## src/rtl/sps_pkg.sv

```systemverilog
`timescale 1ns / 1ps
package sps_pkg;

  localparam int unsigned CostW  = 28;
  localparam int unsigned SumW   = 36;
  localparam int unsigned SqW    = 64;
  localparam int unsigned ScoreW = 29;
  localparam int unsigned ModeW  = 4;
  localparam int unsigned TolW   = 16;
  localparam int unsigned IdxW   = 8;
  localparam int unsigned WideW  = 128;
  localparam int unsigned RootW  = 38;

  localparam logic [ModeW-1:0] MODE_WORST      = 4'd0;
  localparam logic [ModeW-1:0] MODE_MEAN_PEN   = 4'd1;
  localparam logic [ModeW-1:0] MODE_MAX_TOTAL  = 4'd2;
  localparam logic [ModeW-1:0] MODE_MEAN_TOTAL = 4'd3;
  localparam logic [ModeW-1:0] MODE_MAX_START  = 4'd4;
  localparam logic [ModeW-1:0] MODE_MEAN_START = 4'd5;
  localparam logic [ModeW-1:0] MODE_WORST_STD  = 4'd6;
  localparam logic [ModeW-1:0] MODE_MEAN_STD   = 4'd7;
  localparam logic [ModeW-1:0] MODE_FOURTH     = 4'd8;

  localparam logic CFG_MODE = 1'b0;
  localparam logic CFG_TOL  = 1'b1;

  typedef enum logic [3:0] {
    ST_IDLE, ST_START, ST_SQ_A, ST_SQ_B, ST_ROOT, ST_DIV_SUM, ST_DIV_STD, ST_OUT
  } sps_state_t;

  // controller to datapath
  typedef struct packed {
    logic accept;
    logic start_sq;
    logic sq_step;
    logic root_init;
    logic root_step;
    logic div_init_sum;
    logic div_init_std;
    logic div_step;
    logic load_out;
    logic clear;
  } sps_cmd_t;

  // datapath to controller
  typedef struct packed {
    logic is_empty;
    logic is_last;
    logic need_std;
    logic need_div;
    logic root_done;
    logic div_done;
  } sps_sts_t;

endpackage

```

## src/rtl/sps_ctrl.sv

```systemverilog
`timescale 1ns / 1ps
module sps_ctrl (
  input  logic              clk,
  input  logic              rst_n,
  input  logic              in_tvalid,
  output logic              in_tready,
  output logic              out_tvalid,
  input  logic              out_tready,
  input  sps_pkg::sps_sts_t sts,
  output sps_pkg::sps_cmd_t cmd
);
  import sps_pkg::*;

  sps_state_t state_r, state_nxt;
  logic       acc;

  assign acc = in_tready && in_tvalid;

  // advance state
  always_ff @(posedge clk) begin
    if (!rst_n) begin
      state_r <= ST_IDLE;
    end else begin
      state_r <= state_nxt;
    end
  end

  // next state
  always_comb begin
    state_nxt = state_r;
    unique case (state_r)
      ST_IDLE: begin
        if (acc && sts.is_empty) state_nxt = ST_OUT;
        else if (acc && sts.is_last) state_nxt = ST_START;
      end
      ST_START: begin
        if (sts.need_std) state_nxt = ST_SQ_A;
        else if (sts.need_div) state_nxt = ST_DIV_SUM;
        else state_nxt = ST_OUT;
      end
      ST_SQ_A:  state_nxt = ST_SQ_B;
      ST_SQ_B:  state_nxt = ST_ROOT;
      ST_ROOT:  if (sts.root_done) state_nxt = ST_DIV_STD;
      ST_DIV_STD: if (sts.div_done) state_nxt = sts.need_div ? ST_DIV_SUM : ST_OUT;
      ST_DIV_SUM: if (sts.div_done) state_nxt = ST_OUT;
      ST_OUT:   if (out_tready) state_nxt = ST_IDLE;
      default:  state_nxt = ST_IDLE;
    endcase
  end

  // outputs
  always_comb begin
    cmd        = '0;
    in_tready  = 1'b0;
    out_tvalid = 1'b0;
    unique case (state_r)
      ST_IDLE: begin
        in_tready  = 1'b1;
        cmd.accept = acc;
      end
      ST_START: begin
        cmd.start_sq     = sts.need_std;
        cmd.div_init_sum = !sts.need_std && sts.need_div;
        cmd.load_out     = !sts.need_std && !sts.need_div;
      end
      ST_SQ_A:  cmd.sq_step = 1'b1;
      ST_SQ_B: begin
        cmd.sq_step   = 1'b1;
        cmd.root_init = 1'b1;
      end
      ST_ROOT: begin
        cmd.root_step    = 1'b1;
        cmd.div_init_std = sts.root_done;
      end
      ST_DIV_STD: begin
        cmd.div_step = 1'b1;
        if (sts.div_done) begin
          cmd.div_init_sum = sts.need_div;
          cmd.load_out     = !sts.need_div;
        end
      end
      ST_DIV_SUM: begin
        cmd.div_step = 1'b1;
        cmd.load_out = sts.div_done;
      end
      ST_OUT: begin
        out_tvalid = 1'b1;
        cmd.clear  = out_tready;
      end
      default: ;
    endcase
  end

endmodule

```

## config.mk

```make
export PLATFORM = sky130hd
export DESIGN_NAME = sps_ctrl
export DESIGN_NICKNAME = d
export VERILOG_FILES = /design/src/rtl/sps_pkg.sv /design/src/rtl/sps_ctrl.sv
export SDC_FILE = /design/constraint.sdc
export NUM_CORES = 1
export LEC_CHECK = 0
export ABC_AREA = 1
export BUFFER_PORTS_ARGS = -buffer_cell sky130_fd_sc_hd__buf_2
export CAP_MARGIN = 10
export CORE_AREA = 2 2 39 41
export DETAILED_ROUTE_END_ITERATION = 8
export DIE_AREA = 0 0 41 43
export PLACE_DENSITY_LB_ADDON = 0.15
export SETUP_SLACK_MARGIN = 0.1
export SLEW_MARGIN = 20
export SYNTH_ARGS = -nofsm -noshare
export SYNTH_HDL_FRONTEND = slang
export SYNTH_SLANG_ARGS = --single-unit
```

## constraint.sdc

```tcl
create_clock -name clk -period 1.3 [get_ports clk]
set_input_delay 0 -clock clk [delete_from_list [all_inputs] [get_ports clk]]
set_output_delay 0 -clock clk [all_outputs]
set_load 0.03 [all_outputs]
```

==> reports/metrics.yaml, run 1 <==
multi_input_area_um2: 380
synth.largest_area_cell: "dfxtp_1"
place_hpwl_um: 844
cp_cell_sequence: "buf_12 > clkinv_8 > nand4_1 > a21oi_2 > buf_6"
p_leak_nw: 0.476
period_share_pct: 99.3
yosys-mux-area-fraction_pct: 0
io_pins: 22
switching_share_pct: 48.5
yosys.area_share.simple_pct: 62.8
final_hold_viol_count: 0
routedWlPerCell_um: 10.8
drive_gt1_share_pct: 67.0
grt_antenna_before_repair: 0
tightest_slew_ns: 0.210
die_h_um: 43
drtPass1Iterations: 4
die_area_um2: 1760
relSlewSlack_pct: 86.0
synth_top_area_share_pct: 13.3
cts_buffers: 3
layout.area.seq_um2: 66.3
cp_max_fo: 7
p_clk_share_pct: 8.1
syn2layout_area_growth_pct: 96.7
root_buffer: "clkbuf_4"
timing.hold.ws_ns: 0.201
largest_reg_flops: 3
top_register: "state_r"
cts_tree: "done"
min_path_type: "in -> reg"
synthXorXnorAreaFrac_pct: 0
synth_compound_area_share_pct: 6.67
critPathCaptureType: "primary output"
cell_internal_pwr_w: 0.00105
setup_violations: 0
layout_common_cells: "13 x buf_4, 11 x buf_6, 9 x nor2_1, 9 x buf_2"
synth_top_family_by_area: "simple AND/OR/NAND/NOR gates"
slowest_delay_ns: 0.32
cp_data_arrival_time_ns: 1.29
synth_cell_types: 22
maxCapViolCount: 0
clock_skew_ns: 0.00747
combinationalPowerShare_pct: 82.7
dr.first_iter.drc_count: 4
rsz0062_at_grt: "true"
cts_sinks: 3
cpMaxStageDelayCell: "dfxtp_2"
top_regs: "state_r: 3 flops"
drtAntennaViolNets: 0
routed_wl_um: 1360
grt_max_degree: 11
syn_area_per_cell_um2: 6.34
period_needed_ns: 1.29
report.final.slew_viol_count: 0
status: "complete, no violations"
path_clk_slew_ns: 0.04
synth-seq-area-share_pct: 13.3
layout.cells.most_common: "buf_4"
crit_type: "reg -> out"
startpoint_type: "flop"
fin_ws_ns: 0.00866
gr-total-overflow: 0
via_per_inst: 4.56
num_vias: 570
grt_pass1_vias: 516
grt_use_total_pct: 17.7
chipWidth_um: 41
port_buffers: 21
core-area_um2: 1380
yosys-top-cells-area: "dfxtp_1 13%, nand2_1 11%, nor2_1 10%"
power.density_nw_per_um2: 2300
synth_adder_area_share_pct: 0
cp_top_family: "buffers and inverters"
gp_congestion: 0.756
syn-cell-area_um2: 450
initial_core_util_pct: 32.5
fp-row-count: 14
grt_pass1_wl_um: 2130
power_frac_seq_pct: 9.2
syn-num-nets: 81
antenna_cells: 0
ir_drop_mv: 1.37
place_ws_ns: 0.0856
fin_nets: 120
synth.ff_latch_count: 3
required_ns: 1.30
clock.fmax_ghz: 0.774
synthCells: 71
cts_max_path_buffers: 2
switchingPower_w: 0.000990
drc: 0
htreeDepth: 1
clkLatencyLatePin_ns: 0.23
yosys_warnings: 0
nFillCells: 116
path_buf_inv: 3
==> power by group through the flow <==
stage	sequential (W)	clock (W)	combinational, W
after floorplan	0.000152	0	0.000910
after global placement	0.000168	0	0.00120
after detailed placement	0.000168	0	0.00119
after CTS	0.000180	0.000172	0.00141
after global routing	0.000192	0.000182	0.00182
final	0.000188	0.000165	0.00169
==> layer usage <==
| metal | up-vias | global-route usage [%] | wire length [um] |
|---|---|---|---|
| met5 | - | 0 | 0 |
| met2 | 15 | 26.6 | 703 |
| met4 | 0 | 8.00 | 0 |
| met1 | 252 | 23.5 | 599 |
| li1 | 303 | - | - |
| met3 | 0 | 3.14 | 52 |
==> final cells by class <==
type                    instances  area share, %
clock buffers                   4           2.97
inverters                      11           6.36
multi-input cells              54           42.9
flip-flops and latches          3           7.49
well taps                      16           2.26
repair buffers                 37           38.0
==> worst min-delay path, cell delays in order <==
cell,delay (ns)
buf_2,0.08
nand4_1,0.13
nand4_1,0.11
nand2_1,0.05
inv_1,0.04
==> cell families after synthesis <==
kind of cell	Yosys count
AO/OA/AOI/OAI	5
buffers and inverters	14
flip-flops	3
AND/OR/NAND/NOR	49
==> through the flow <==
stage / power [W] / util (%) / std cells / area (um2) / setup TNS [ns]
floorplan: 0.00106 / - / 71 / 462 / 0
global placement: 0.00136 / 43.9 / 109 / 608 / 0
detailed placement: 0.00135 / 43.9 / 109 / 608 / 0
CTS: 0.00177 / 55.0 / 123 / 761 / 0
global route: 0.00219 / 64.0 / 125 / 886 / -0.0712
finish: 0.00204 / 64.0 / 125 / 886 / 0
==> cell usage after synthesis (all sizes together) <==
library cell	instances
nor2	15
nand4	4
and3	1
o21ai	2
nand2	19
a21oi	2
buf	3
dfxtp	3
o22ai	1
nor3	3
nand3	7
inv	11
==> path summary, 6_finish.rpt <==
kind / startpoint / to / depth (start not counted) / slack (ns)
max: state_r[1] / cmd[4] / 5 / 0.009
min: sts[5] / state_r[2] / 5 / 0.20
max reg2reg: state_r[0] / state_r[0] / 9 / 0.07
min reg2reg: state_r[2] / state_r[2] / 4 / 0.64
==> repair_timing <==
item | 4_1_cts | 5_1_grt
endpoints found under the setup margin | 5 | 13
resized for setup | 15 | 41
pin swaps | 4 | 7
hold endpoints to repair | 1 | 0
hold buffers | 1 | 0
setup buffers | 9 | 2
cloned | 0 | 0
(Power assumes the default switching activity.)
==> run 2, diff against run 1 <==
--- a/config.mk
+++ b/config.mk
@@ -12,6 +12,7 @@
 export DETAILED_ROUTE_END_ITERATION = 8
 export DIE_AREA = 0 0 41 43
 export PLACE_DENSITY_LB_ADDON = 0.15
+export RECOVER_POWER = 50
 export SETUP_SLACK_MARGIN = 0.1
 export SLEW_MARGIN = 20
 export SYNTH_ARGS = -nofsm -noshare
==> run 2 against run 1 <==
Effect of this change:
- clock skew unchanged
- global-route usage did not move
- non-clock buffer count did not move
- critical path depth stayed put
- critical path type unchanged
- largest power group unchanged
==> reports/metrics.yaml, run 2 (synthesized netlist as in run 1, its figures left out) <==
min_path_type: "in -> reg"
ir_drop_mv: 1.37
place_ws_ns: 0.0856
fp-row-count: 14
fin_nets: 120
antenna_cells: 0
cp_max_fo: 7
nFillCells: 117
top_regs: "state_r: 3 flops"
cpMaxStageDelayCell: "dfxtp_2"
cts_max_path_buffers: 2
layout_common_cells: "11 x buf_4, 11 x buf_6, 9 x nor2_1, 9 x buf_2"
switching_share_pct: 48.8
clkLatencyLatePin_ns: 0.23
groute.layer.met2.usage_pct: 26.6
cell_internal_pwr_w: 0.00104
power_frac_seq_pct: 9.3
core-area_um2: 1380
die_area_um2: 1760
startpoint_type: "flop"
gr-total-overflow: 0
setup_tns_ns: 0
utilization_pct: 63.7
report.final.slew_viol_count: 0
layout.area.seq_um2: 66.3
grt_pass1_wl_um: 2130
clock.fmax_ghz: 0.774
cts_buffers: 3
grt_use_met1_pct: 23.5
drtAntennaViolNets: 0
maxCapViolCount: 0
cp_top_family: "buffers and inverters"
cp_cell_sequence: "buf_12 > clkinv_8 > nand4_1 > a21oi_2 > buf_6"
rsz0062_at_grt: "true"
cts_sinks: 3
worstHoldEndpoint: "state_r[2]"
grt_antenna_before_repair: 0
htreeDepth: 1
status: "complete, no violations"
path_buf_inv: 3
cp_data_arrival_time_ns: 1.29
clock_skew_ns: 0.00747
grt_max_degree: 11
power.density_nw_per_um2: 2300
root_buffer: "clkbuf_4"
relSlewSlack_pct: 86.0
switchingPower_w: 0.000989
fin_ws_ns: 0.00866
hp-start: "sts[5]"
grt_busiest_layer: "met2"
tightest_slew_ns: 0.210
rrSetupSlack_ns: 0.07
routed_wl_um: 1360
use_met3_pct: 3.14
setup_violations: 0
via_per_inst: 4.56
grt_use_total_pct: 17.7
place_hpwl_um: 844
dr.first_iter.drc_count: 4
slowest_delay_ns: 0.32
multi_input_area_um2: 380
io_pins: 22
initial_core_util_pct: 32.5
min_path_cells: 5
grt_pass1_vias: 516
combinationalPowerShare_pct: 82.6
gp_congestion: 0.756
cts_tree: "done"
p_clk_share_pct: 8.1
critPathLaunch: "state_r[1]"
routedWlPerCell_um: 10.8
crit_type: "reg -> out"
path_clk_slew_ns: 0.04
drtPass1Iterations: 4
chipWidth_um: 41
p_leak_nw: 0.474
timing.hold.ws_ns: 0.201
num_vias: 570
r2r_cells: 9
regToRegEndpoint: "state_r[0]"
syn2layout_area_growth_pct: 95.6
final_hold_viol_count: 0
largest_reg_flops: 3
critPathCaptureType: "primary output"
drive_gt1_share_pct: 67.0
period_needed_ns: 1.29
required_ns: 1.30
period_share_pct: 99.3
top_register: "state_r"
drc: 0
worstReg2RegStart: "state_r[0]"
die_h_um: 43
port_buffers: 21
[run 2: changes by cell type in the layout (fill, tap and decap cells not counted)]
| cell | previous run | this run |
|---|---|---|
| buf_4 | 13 | 11 |
| clkbuf_2 | 0 | 2 |
[run 2: worst max path at each step]
stage / cells after the start / endpoint
floorplan: 7 / state_r[1]
global placement: 4 / cmd[1]
detailed placement: 4 / cmd[1]
CTS: 5 / cmd[4]
global route: 6 / cmd[4]
finish: 5 / cmd[4]
[run 2: area by class of cell]
class | count | area share (%)
multi-input combinational | 54 | 43.2
timing repair buffer | 37 | 37.6
sequential | 3 | 7.53
inverter | 11 | 6.39
clock buffer | 4 | 2.98
tap | 16 | 2.27
[run 2: routing by layer]
metal,share of wire [%],routed length [um],up-vias
li1,-,-,303
met1,44,598,252
met2,52,703,15
met3,3.8,52,0
met4,0,0,0
met5,0,0,-
[run 2: tightest hold or removal path, cell delays in order]
cell and delay (ns):
buf_2 0.08, nand4_1 0.13, nand4_1 0.11, nand2_1 0.05
inv_1 0.04
[run 2: per-stage QoR]
step                      total power, W  cells  cell area, um2
after global placement           0.00136    109             608
after global routing             0.00218    125             881
after CTS                        0.00177    123             761
after detailed placement         0.00135    109             608
after floorplan                  0.00106     71             462
final                            0.00203    125             881
[run 2: power groups by stage]
stage | sequential, W | clock [W] | combinational (W)
final | 0.000188 | 0.000165 | 0.00167
after CTS | 0.000180 | 0.000172 | 0.00141
after floorplan | 0.000152 | 0 | 0.000910
after global routing | 0.000192 | 0.000182 | 0.00180
after global placement | 0.000168 | 0 | 0.00120
after detailed placement | 0.000168 | 0 | 0.00119
[run 2: timing repair]
action	CTS	global route
hold buffers	1	0
pin swaps	4	7
gates cloned	0	0
setup buffers	9	2
endpoints found under the hold margin	1	0
endpoints found under the setup margin	5	13
gates resized for setup	15	41
